## src/nesmix_pkg.sv

```systemverilog
// Shared types and constants for the NES audio mixer, DC blocker and resampler.
// Used by every module of the block; depends on nothing.
`default_nettype none

package nesmix_pkg;

  localparam int PULSE_MAX = 30;
  localparam int TND_MAX   = 202;
  localparam int MIX_W     = 15;

  // Mixer table scale: 16000 / 100 folded into the numerator.
  localparam int PULSE_K = 9588 * 160;
  localparam int PULSE_D = 8128;
  localparam int TND_K   = 16367 * 160;
  localparam int TND_D   = 24329;

  localparam int DC_POLE = 32604;

  localparam int STEP_W = 35;
  localparam int POS_W  = 36;
  localparam int FRAC_W = 16;

  localparam logic [STEP_W-1:0] STEP_RESET = 35'd5919001804;
  localparam logic [STEP_W-1:0] STEP_MIN   = 35'd1073741824;
  localparam logic [POS_W-1:0]  ONE_UNIT   = 36'h1_0000_0000;

  localparam int Q_DEPTH = 2;

  typedef struct packed {
    logic [3:0] pulse_one;
    logic [3:0] pulse_two;
    logic [3:0] triangle_level;
    logic [3:0] noise_level;
    logic [6:0] dmc_level;
  } mix_in_t;

  typedef struct packed {
    logic signed [15:0] out_sample;
    logic               last_of_run;
  } mix_out_t;

  typedef struct packed {
    logic               load_only;
    logic signed [15:0] sample;
  } q_entry_t;

  typedef struct packed {
    logic     valid;
    q_entry_t entry;
  } q_port_t;

  typedef struct packed {
    logic              en;
    logic [STEP_W-1:0] step;
  } cfg_wr_t;

  typedef enum logic {
    BK_IDLE,
    BK_RUN
  } bk_state_e;

endpackage

`default_nettype wire

```

## src/nes_audio_mix_dc_block_resample.sv

```systemverilog
// Top level of the NES audio mixer with DC blocker and linear resampler.
// Instantiates nesmix_front, nesmix_queue and nesmix_back; uses nesmix_pkg.
//
// Each input carries the five channel DAC levels and yields zero to four
// interpolated 16-bit samples, the last one flagged by last_of_run. The front
// end takes no new input while it is busy with the last one or while the
// queue is full: it registers the table lookup and the feedback multiply,
// then does the DC blocker update in the next cycle and pushes the sample.
// Samples wait in a two-entry queue. The back end takes a sample, starts an
// interpolation multiply for each output and emits one output per cycle
// while the output side keeps up, then closes the run with a final step
// before it takes the next sample. The first input after reset or after a
// step write only primes the interpolator. The step register is written
// through the configuration channel, which is always ready; a write also
// restarts the resampler position.
`default_nettype none

module nes_audio_mix_dc_block_resample import nesmix_pkg::*; #(
  parameter int QueueDepth = Q_DEPTH
) (
  input  wire logic              clk_i,
  input  wire logic              rst_ni,
  input  wire logic              in_valid_i,
  output logic                   in_stall_o,
  input  wire mix_in_t           in_data_i,
  output logic                   out_valid_o,
  input  wire logic              out_stall_i,
  output mix_out_t               out_data_o,
  input  wire logic              cfg_valid_i,
  output logic                   cfg_ready_o,
  input  wire logic [STEP_W-1:0] cfg_data_i
);

  cfg_wr_t cfg;
  q_port_t push, head;
  logic    q_full, pop;

  assign cfg_ready_o = 1'b1;
  assign cfg.en      = cfg_valid_i && cfg_ready_o;
  assign cfg.step    = cfg_data_i;

  nesmix_front u_front (
    .clk_i      (clk_i),
    .rst_ni     (rst_ni),
    .in_valid_i (in_valid_i),
    .in_stall_o (in_stall_o),
    .in_data_i  (in_data_i),
    .cfg_i      (cfg),
    .q_full_i   (q_full),
    .push_o     (push)
  );

  nesmix_queue #(
    .Depth (QueueDepth)
  ) u_queue (
    .clk_i  (clk_i),
    .rst_ni (rst_ni),
    .push_i (push),
    .full_o (q_full),
    .head_o (head),
    .pop_i  (pop)
  );

  nesmix_back u_back (
    .clk_i       (clk_i),
    .rst_ni      (rst_ni),
    .cfg_i       (cfg),
    .head_i      (head),
    .pop_o       (pop),
    .out_valid_o (out_valid_o),
    .out_stall_i (out_stall_i),
    .out_data_o  (out_data_o)
  );

endmodule

`default_nettype wire

```

## src/nesmix_front.sv

```systemverilog
// Front end: channel mixing through the nonlinear tables and the DC blocker.
// Uses nesmix_pkg; pushes tagged samples into the queue.
`default_nettype none

module nesmix_front import nesmix_pkg::*; (
  input  wire logic    clk_i,
  input  wire logic    rst_ni,
  input  wire logic    in_valid_i,
  output logic         in_stall_o,
  input  wire mix_in_t in_data_i,
  input  wire cfg_wr_t cfg_i,
  input  wire logic    q_full_i,
  output q_port_t      push_o
);

  logic [MIX_W-1:0] pulse_rom [PULSE_MAX+1];
  logic [MIX_W-1:0] tnd_rom   [TND_MAX+1];

  for (genvar gi = 0; gi <= PULSE_MAX; gi++) begin : g_pulse_rom
    localparam int Val = PULSE_K * gi / (PULSE_D + 100 * gi);
    assign pulse_rom[gi] = MIX_W'(Val);
  end

  for (genvar gi = 0; gi <= TND_MAX; gi++) begin : g_tnd_rom
    localparam int Val = TND_K * gi / (TND_D + 100 * gi);
    assign tnd_rom[gi] = MIX_W'(Val);
  end

  logic                    busy_q;
  logic                    have_prev_q;
  logic [MIX_W-1:0]        x_q, x_d;
  logic [MIX_W-1:0]        xprev_q;
  logic signed [15:0]      yprev_q;
  logic signed [31:0]      prod_q, prod_d;
  logic [4:0]              psum_raw, psum;
  logic [7:0]              tsum_raw, tsum;
  logic signed [31:0]      yprev_ext, pole_ext;
  logic signed [18:0]      y_wide;
  logic signed [15:0]      y_sat;
  logic                    accept;

  assign in_stall_o = busy_q || q_full_i;
  assign accept     = in_valid_i && !in_stall_o;

  always_comb begin
    psum_raw = 5'(in_data_i.pulse_one) + 5'(in_data_i.pulse_two);
    psum     = (psum_raw > 5'(PULSE_MAX)) ? 5'(PULSE_MAX) : psum_raw;
    tsum_raw = 8'(3 * in_data_i.triangle_level) + 8'(2 * in_data_i.noise_level)
             + 8'(in_data_i.dmc_level);
    tsum     = (tsum_raw > 8'(TND_MAX)) ? 8'(TND_MAX) : tsum_raw;
    x_d      = pulse_rom[psum] + tnd_rom[tsum];
    yprev_ext = 32'(yprev_q);
    pole_ext  = 32'(DC_POLE);
    prod_d    = yprev_ext * pole_ext;
  end

  always_comb begin
    y_wide = $signed({4'b0, x_q}) - $signed({4'b0, xprev_q}) + 19'(prod_q >>> 15);
    if (y_wide > 19'sd32767) begin
      y_sat = 16'sh7fff;
    end else if (y_wide < -19'sd32768) begin
      y_sat = 16'sh8000;
    end else begin
      y_sat = y_wide[15:0];
    end
  end

  assign push_o.valid           = busy_q;
  assign push_o.entry.load_only = !have_prev_q;
  assign push_o.entry.sample    = y_sat;

  always_ff @(posedge clk_i or negedge rst_ni) begin
    if (!rst_ni) begin
      busy_q      <= 1'b0;
      have_prev_q <= 1'b0;
      xprev_q     <= '0;
      yprev_q     <= '0;
    end else begin
      busy_q <= accept;
      if (busy_q) begin
        xprev_q     <= x_q;
        yprev_q     <= y_sat;
        have_prev_q <= 1'b1;
      end
      if (cfg_i.en) begin
        have_prev_q <= 1'b0;
      end
    end
  end

  always_ff @(posedge clk_i) begin
    if (accept) begin
      x_q    <= x_d;
      prod_q <= prod_d;
    end
  end

endmodule

`default_nettype wire

```

## src/nesmix_queue.sv

```systemverilog
// Small FIFO of DC-blocked samples between the front and back ends.
// Uses nesmix_pkg for the entry type.
`default_nettype none

module nesmix_queue import nesmix_pkg::*; #(
  parameter int Depth = Q_DEPTH
) (
  input  wire logic    clk_i,
  input  wire logic    rst_ni,
  input  wire q_port_t push_i,
  output logic         full_o,
  output q_port_t      head_o,
  input  wire logic    pop_i
);

  localparam int PtrW = (Depth > 1) ? $clog2(Depth) : 1;
  localparam int CntW = $clog2(Depth + 1);

  q_entry_t        mem [Depth];
  logic [PtrW-1:0] wr_ptr_q, rd_ptr_q;
  logic [CntW-1:0] count_q;
  logic            do_push, do_pop;

  assign full_o       = (count_q == CntW'(Depth));
  assign head_o.valid = (count_q != '0);
  assign head_o.entry = mem[rd_ptr_q];
  assign do_push      = push_i.valid && !full_o;
  assign do_pop       = pop_i && head_o.valid;

  function automatic logic [PtrW-1:0] next_ptr(input logic [PtrW-1:0] p);
    next_ptr = (p == PtrW'(Depth - 1)) ? '0 : p + 1'b1;
  endfunction

  always_ff @(posedge clk_i or negedge rst_ni) begin
    if (!rst_ni) begin
      wr_ptr_q <= '0;
      rd_ptr_q <= '0;
      count_q  <= '0;
    end else begin
      if (do_push) begin
        wr_ptr_q <= next_ptr(wr_ptr_q);
      end
      if (do_pop) begin
        rd_ptr_q <= next_ptr(rd_ptr_q);
      end
      if (do_push && !do_pop) begin
        count_q <= count_q + 1'b1;
      end else if (do_pop && !do_push) begin
        count_q <= count_q - 1'b1;
      end
    end
  end

  always_ff @(posedge clk_i) begin
    if (do_push) begin
      mem[wr_ptr_q] <= push_i.entry;
    end
  end

endmodule

`default_nettype wire

```

## src/nesmix_back.sv

```systemverilog
// Back end: linear-interpolating resampler with its output register.
// Uses nesmix_pkg; pops samples from the queue.
`default_nettype none

module nesmix_back import nesmix_pkg::*; (
  input  wire logic    clk_i,
  input  wire logic    rst_ni,
  input  wire cfg_wr_t cfg_i,
  input  wire q_port_t head_i,
  output logic         pop_o,
  output logic         out_valid_o,
  input  wire logic    out_stall_i,
  output mix_out_t     out_data_o
);

  bk_state_e          state_q, state_d;
  logic [STEP_W-1:0]  step_q, eff_step;
  logic [POS_W-1:0]   pos_q, pos_next;
  logic signed [15:0] prev_q, cur_q;
  logic signed [16:0] diff_q, diff_d;
  logic signed [33:0] prod_q, prod_d, diff_ext, frac_ext;
  logic               pv_q, plast_q;
  logic               out_valid_q;
  mix_out_t           out_q;
  logic               slot_free, emit, issue, finish, pos_done, last_d;
  logic signed [17:0] interp;

  assign eff_step = (step_q < STEP_MIN) ? STEP_MIN : step_q;
  assign pos_next = pos_q + POS_W'(eff_step);
  assign pos_done = (pos_q >= ONE_UNIT);
  assign last_d   = (pos_next >= ONE_UNIT);
  assign diff_d   = 17'(head_i.entry.sample) - 17'(prev_q);
  assign diff_ext = 34'(diff_q);
  assign frac_ext = $signed({18'b0, pos_q[31:16]});
  assign prod_d   = diff_ext * frac_ext;
  assign interp   = 18'(prev_q) + $signed(prod_q[33:16]);

  assign slot_free = !out_valid_q || !out_stall_i;

  always_comb begin
    pop_o  = 1'b0;
    emit   = 1'b0;
    issue  = 1'b0;
    finish = 1'b0;
    unique case (state_q)
      BK_IDLE: begin
        pop_o = head_i.valid;
      end
      BK_RUN: begin
        emit   = pv_q && slot_free;
        issue  = (!pv_q || emit) && !pos_done;
        finish = !pv_q && pos_done;
      end
      default: begin
      end
    endcase
  end

  always_comb begin
    state_d = state_q;
    unique case (state_q)
      BK_IDLE: begin
        if (head_i.valid && !head_i.entry.load_only) begin
          state_d = BK_RUN;
        end
      end
      BK_RUN: begin
        if (finish) begin
          state_d = BK_IDLE;
        end
      end
      default: state_d = BK_IDLE;
    endcase
  end

  always_ff @(posedge clk_i or negedge rst_ni) begin
    if (!rst_ni) begin
      state_q     <= BK_IDLE;
      step_q      <= STEP_RESET;
      pos_q       <= '0;
      prev_q      <= '0;
      pv_q        <= 1'b0;
      out_valid_q <= 1'b0;
    end else begin
      state_q <= state_d;
      if (pop_o && head_i.entry.load_only) begin
        prev_q <= head_i.entry.sample;
      end
      if (issue) begin
        pos_q <= pos_next;
        pv_q  <= 1'b1;
      end else if (emit) begin
        pv_q <= 1'b0;
      end
      if (finish) begin
        pos_q  <= pos_q - ONE_UNIT;
        prev_q <= cur_q;
      end
      if (emit) begin
        out_valid_q <= 1'b1;
      end else if (!out_stall_i) begin
        out_valid_q <= 1'b0;
      end
      if (cfg_i.en) begin
        step_q <= cfg_i.step;
        pos_q  <= '0;
      end
    end
  end

  always_ff @(posedge clk_i) begin
    if (pop_o) begin
      cur_q  <= head_i.entry.sample;
      diff_q <= diff_d;
    end
    if (issue) begin
      prod_q  <= prod_d;
      plast_q <= last_d;
    end
    if (emit) begin
      out_q.out_sample  <= interp[15:0];
      out_q.last_of_run <= plast_q;
    end
  end

  assign out_valid_o = out_valid_q;
  assign out_data_o  = out_q;

endmodule

`default_nettype wire

```

## config.mk

```make
export PLATFORM = sky130hd
export DESIGN_NAME = nes_audio_mix_dc_block_resample
export DESIGN_NICKNAME = d
export VERILOG_FILES = /design/src/nesmix_pkg.sv /design/src/nes_audio_mix_dc_block_resample.sv /design/src/nesmix_front.sv /design/src/nesmix_queue.sv /design/src/nesmix_back.sv
export SDC_FILE = /design/constraint.sdc
export NUM_CORES = 2
export LEC_CHECK = 0
export BUFFER_PORTS_ARGS = -buffer_cell sky130_fd_sc_hd__buf_2
export CAP_MARGIN = 10
export CORE_MARGIN = 2
export CORE_UTILIZATION = 45
export CTS_BUF_LIST = sky130_fd_sc_hd__clkbuf_4 sky130_fd_sc_hd__clkbuf_8
export CTS_CLUSTER_SIZE = 12
export DETAILED_ROUTE_END_ITERATION = 8
export GPL_TIMING_DRIVEN = 0
export PLACE_DENSITY_LB_ADDON = 0.1
export SYNTH_ARGS = -nofsm -noshare
export SYNTH_HDL_FRONTEND = slang
export SYNTH_SLANG_ARGS = --single-unit
```

## constraint.sdc

```tcl
create_clock -name clk_i -period 5.95 [get_ports clk_i]
set_input_delay 1.19 -clock clk_i [delete_from_list [all_inputs] [get_ports clk_i]]
set_output_delay 1.19 -clock clk_i [all_outputs]
set_load 0.05 [all_outputs]
```

==> summary by stage <==
CTS
The clock net in this run drives a total of 260 sinks. The H-tree depth is 2. Clock-pin slew was measured on the worst setup and hold paths at 60 ps. The count of hold buffers inserted by post-cts repair is 0.

The tree is rooted in a sky130_fd_sc_hd__clkbuf_8. The clock network latency to the later pin of the worst-skew pair is 670 ps. The clock tree from TritonCTS is yes. The number of buffers inserted during clock tree synthesis is 52. No sink is reached through more buffers than the 3 on the longest clock path.

Worst setup path
Data on the critical path arrives at its endpoint at 7930 ps. The cell at the slowest stage of the critical path is sky130_fd_sc_hd__fa_1. In this run the critical register-to-register path is launched from u_back.pos_q[19]. By instance count, the cell type seen most on the critical path is sky130_fd_sc_hd__buf_6.

The setup slack of the worst register-to-register path is -400 ps. The critical path in this run is classified as primary input to flop. The start point of the critical path is in_data_i[12]. The destination of the critical timing path is u_front.x_q[10]. Along the worst path, the maximum fanout reaches 5. The number of cells on the worst reg-to-reg path is 24.

The endpoint identified for the worst register-to-register timing path is u_back.prod_q[25]. The worst setup path is captured at a flop. The delay contributed by the slowest stage of the critical path is 540 ps. STA classifies the critical path startpoint as a primary input. The data required time at the worst endpoint is 6310 ps.

Timing
Hold timing on the final database bottoms out at a slack of 418 ps. The slew of the pin with the lowest slew margin is 1270 ps. The worst pin sits at a relative slew slack of 0.149.

The number of hold-slack violations in the final timing report is 0. The fraction of the cycle the final worst path needs is 1.27. Setup violations remaining at the end of the flow were counted as 24. For this run, the top clock speed supported by timing is 132 MHz. The minimum clock period after layout is 7560 ps. Across the routed clock network, the largest skew measured is 76.1 ps.

The count of final max-slew check failures is 0. Setup repair after global routing could not meet its margin everywhere. The final worst slack is -1610 ps.

Status
The final reports fail on negative setup slack. The flow ran to the end, but the final reports show violations.

Layout
For this run, the post-layout net count is 4775. Leaving out fill and tap cells, the most frequent cell in the layout is sky130_fd_sc_hd__inv_1. The share of final-layout standard cells stronger than drive strength 1 is 0.173. Relative to the synthesized area, the layout overhead comes to 16.6%. After routing the design area is 39700 um2. Leaving out fill and tap cells, the most frequent cells in the layout are sky130_fd_sc_hd__inv_1, sky130_fd_sc_hd__nand2_1, sky130_fd_sc_hd__fa_1, sky130_fd_sc_hd__ha_1, sky130_fd_sc_hd__a21oi_1.

Die
The floorplan step set the die width to 279 um. The floorplan step set the die height to 279 um. The floorplan has 100 rows. The region available for standard cell placement spans 74700 um2. The die covers 77900 um2. The initial core utilization is 0.456.

The number of top-level design ports is 83.

GRT
The remaining global-route overflow is 0. Entering global routing, the biggest net connects 73 pins. The number of antenna violations at the first check in global routing is 3. The first global-routing pass estimated 168 mm of wire. The combined global-route utilization of all metal layers is 0.280. The number of global-route vias before repair is 28900.

Yosys
The number of nets handed over by synthesis was 4508. The average instance in the mapped netlist occupies 9.19 um2. The number of different library cells in the post-synthesis netlist is 89. In the synthesized netlist the dominant register cell turns out to be sky130_fd_sc_hd__edfxtp_1. The post-synthesis sequential area ratio is 0.211. The area of the mapped netlist is 34000 um2. The async set-or-reset flop fraction in the synthesized netlist is 0.488.

The gate count after technology mapping is 3703. The number of flops mapped to enable cells by yosys is 133. The post-synthesis register bit count is 260. During synthesis, Yosys emitted a total of 0 warnings.

Route
For this run, design rule violations remaining after detail routing come to 0. After detailed routing, the number of vias per cell comes to 5.59. The final routed wirelength across all metal layers is 107 mm. In the detailed route, the total length drawn on met2 is 49.7 mm. Across all layers, the routed design uses 27900 vias. The number of DRC markers in iteration 0 is 2147. Summed over all nets, wire length on met3 after detailed routing comes to 6.02 mm.

In the final routed layout, each cell accounts on average for 21.5 um. After detailed routing, the wire length on met1 is 46.2 mm. The number of routed nets with antenna violations is 0. The pre-antenna-repair detailed-routing pass consisted of 7 iterations.

After detailed routing, no signal wire sits above met5.

Place
The total placed instance area is 36000 um2. The final RePlAce weighted congestion is 1.01. The wire-length estimate of the detail-placed layout is 81.6 mm. OpenSTA, run right after detailed placement, puts the worst setup slack at -2920 ps. The number of buffers added on ports is 81.

Worst hold path
The classification of the worst-slack hold path is flop to flop.

Run
Max-cap violations in this run came to 0.
==> Yosys cell counts (9+ instances only) <==
cell type,number,share of area
sky130_fd_sc_hd__inv_1,576,0.064
sky130_fd_sc_hd__nand2_1,421,0.046
sky130_fd_sc_hd__fa_1,416,0.24
sky130_fd_sc_hd__ha_1,326,0.12
sky130_fd_sc_hd__a21oi_1,226,0.033
sky130_fd_sc_hd__nor2_1,187,0.021
sky130_fd_sc_hd__o21ai_0,141,0.021
sky130_fd_sc_hd__edfxtp_1,133,0.12
sky130_fd_sc_hd__and2_1,124,0.023
sky130_fd_sc_hd__clkbuf_1,114,0.013
sky130_fd_sc_hd__xnor2_1,114,0.029
sky130_fd_sc_hd__dfrtp_1,112,0.082
sky130_fd_sc_hd__nor2b_1,65,0.012
sky130_fd_sc_hd__a21o_1,52,0.011
sky130_fd_sc_hd__mux2_2,51,0.017
sky130_fd_sc_hd__nand3_1,51,0.0075
sky130_fd_sc_hd__a31oi_1,45,0.0083
sky130_fd_sc_hd__nor3_1,42,0.0062
sky130_fd_sc_hd__xor2_1,37,0.0095
sky130_fd_sc_hd__a211oi_1,24,0.0053
sky130_fd_sc_hd__buf_2,23,0.0034
sky130_fd_sc_hd__o211ai_1,23,0.0051
sky130_fd_sc_hd__o21a_1,22,0.0049
sky130_fd_sc_hd__and3_1,21,0.0039
sky130_fd_sc_hd__a221o_1,20,0.0059
sky130_fd_sc_hd__buf_1,17,0.0019
sky130_fd_sc_hd__nand2b_1,17,0.0031
sky130_fd_sc_hd__a21boi_0,15,0.0033
sky130_fd_sc_hd__dfstp_2,15,0.012
sky130_fd_sc_hd__nand4_1,15,0.0028
sky130_fd_sc_hd__o2111ai_1,15,0.0039
sky130_fd_sc_hd__or3_1,14,0.0026
sky130_fd_sc_hd__a311oi_1,13,0.0033
sky130_fd_sc_hd__a221oi_1,12,0.0031
sky130_fd_sc_hd__o22ai_1,12,0.0022
sky130_fd_sc_hd__nor4_1,11,0.0020
sky130_fd_sc_hd__o21bai_1,11,0.0024
sky130_fd_sc_hd__nand3b_1,10,0.0022
sky130_fd_sc_hd__a211o_1,9,0.0023
sky130_fd_sc_hd__mux2i_1,9,0.0026
sky130_fd_sc_hd__o221ai_1,9,0.0023
sky130_fd_sc_hd__o31ai_1,9,0.0020
sky130_fd_sc_hd__or4_1,9,0.0020
==> repair_timing <==
action                                  in CTS  in global routing
endpoints found under the hold margin        0                  0
resized for setup                          243                105
pin swaps                                  103                 58
endpoints found under the setup margin      39                 75
cloned                                       1                  0
buffers inserted                           100                 34
==> cells by family after synthesis <==
family | synth area share
and+or+nand+nor | 0.138
buffers and inverters | 0.0842
adders and majority gates | 0.364
AOI/OAI and AO/OA | 0.143
DFF | 0.211
xor gates and xnor gates | 0.0393
muxes | 0.0195
other | 0.000110
==> area by class of cell <==
cell class,count,area (um2)
multi-input cells,2699,25100
repair buffers,218,1710
flip-flops and latches,260,7220
diodes,2,5.00
inverters,580,2190
clock inverters,16,154
clock buffers,82,1010
plain buffers,159,1150
well taps,969,1210
fillers,7020,35000
==> stage by stage <==
step,setup TNS (ps),util,instances
after detailed placement,-51620,0.483,4757
after global routing,-22890,0.532,4985
after global placement,-52930,0.481,4753
final,-18480,0.532,4985
after floorplan,-11880,-,3703
after CTS,-17070,0.522,4951
==> layer usage <==
metal  GRT usage  vias up
met3      0.0361      286
met2       0.460      926
met1       0.373    13800
met5           0        -
met4       0.122        2
li1            -    12900
==> critical path, delay by kind of cell <==
family,cells,cell delay [ps]
AOI/OAI and AO/OA,13,2230
adders and majority gates,6,2110
xor gates and xnor gates,2,300
buffers and inverters,10,1020
muxes,1,60
and+or+nand+nor,6,1050
==> flip-flops by register name, summed over array words and instances, names as in the netlist, 17 cells and up <==
register,cells
u_back.diff_q,17
u_back.out_data_o,17
u_back.pos_q,36
u_back.step_q,35
u_front.prod_q,17
u_queue.mem,34
==> how the worst min path moves through the flow <==
stage | startpoint | end | slack (ps) | cells past startpoint
2_1_floorplan | u_back.plast_q | u_back.out_data_o[0] | 400 | 0
3_3_place_gp | u_back.plast_q | u_back.out_data_o[0] | 410 | 0
3_5_place_dp | u_back.plast_q | u_back.out_data_o[0] | 420 | 0
4_1_cts | u_back.cur_q[11] | u_back.prev_q[11] | 410 | 1
5_1_grt | u_back.plast_q | u_back.out_data_o[0] | 430 | 0
6_report | u_back.cur_q[11] | u_back.prev_q[11] | 420 | 1
Power is left out: the tool's default activity adds up to more than one toggle a clock period on the data nets, which glitch-free logic cannot reach.
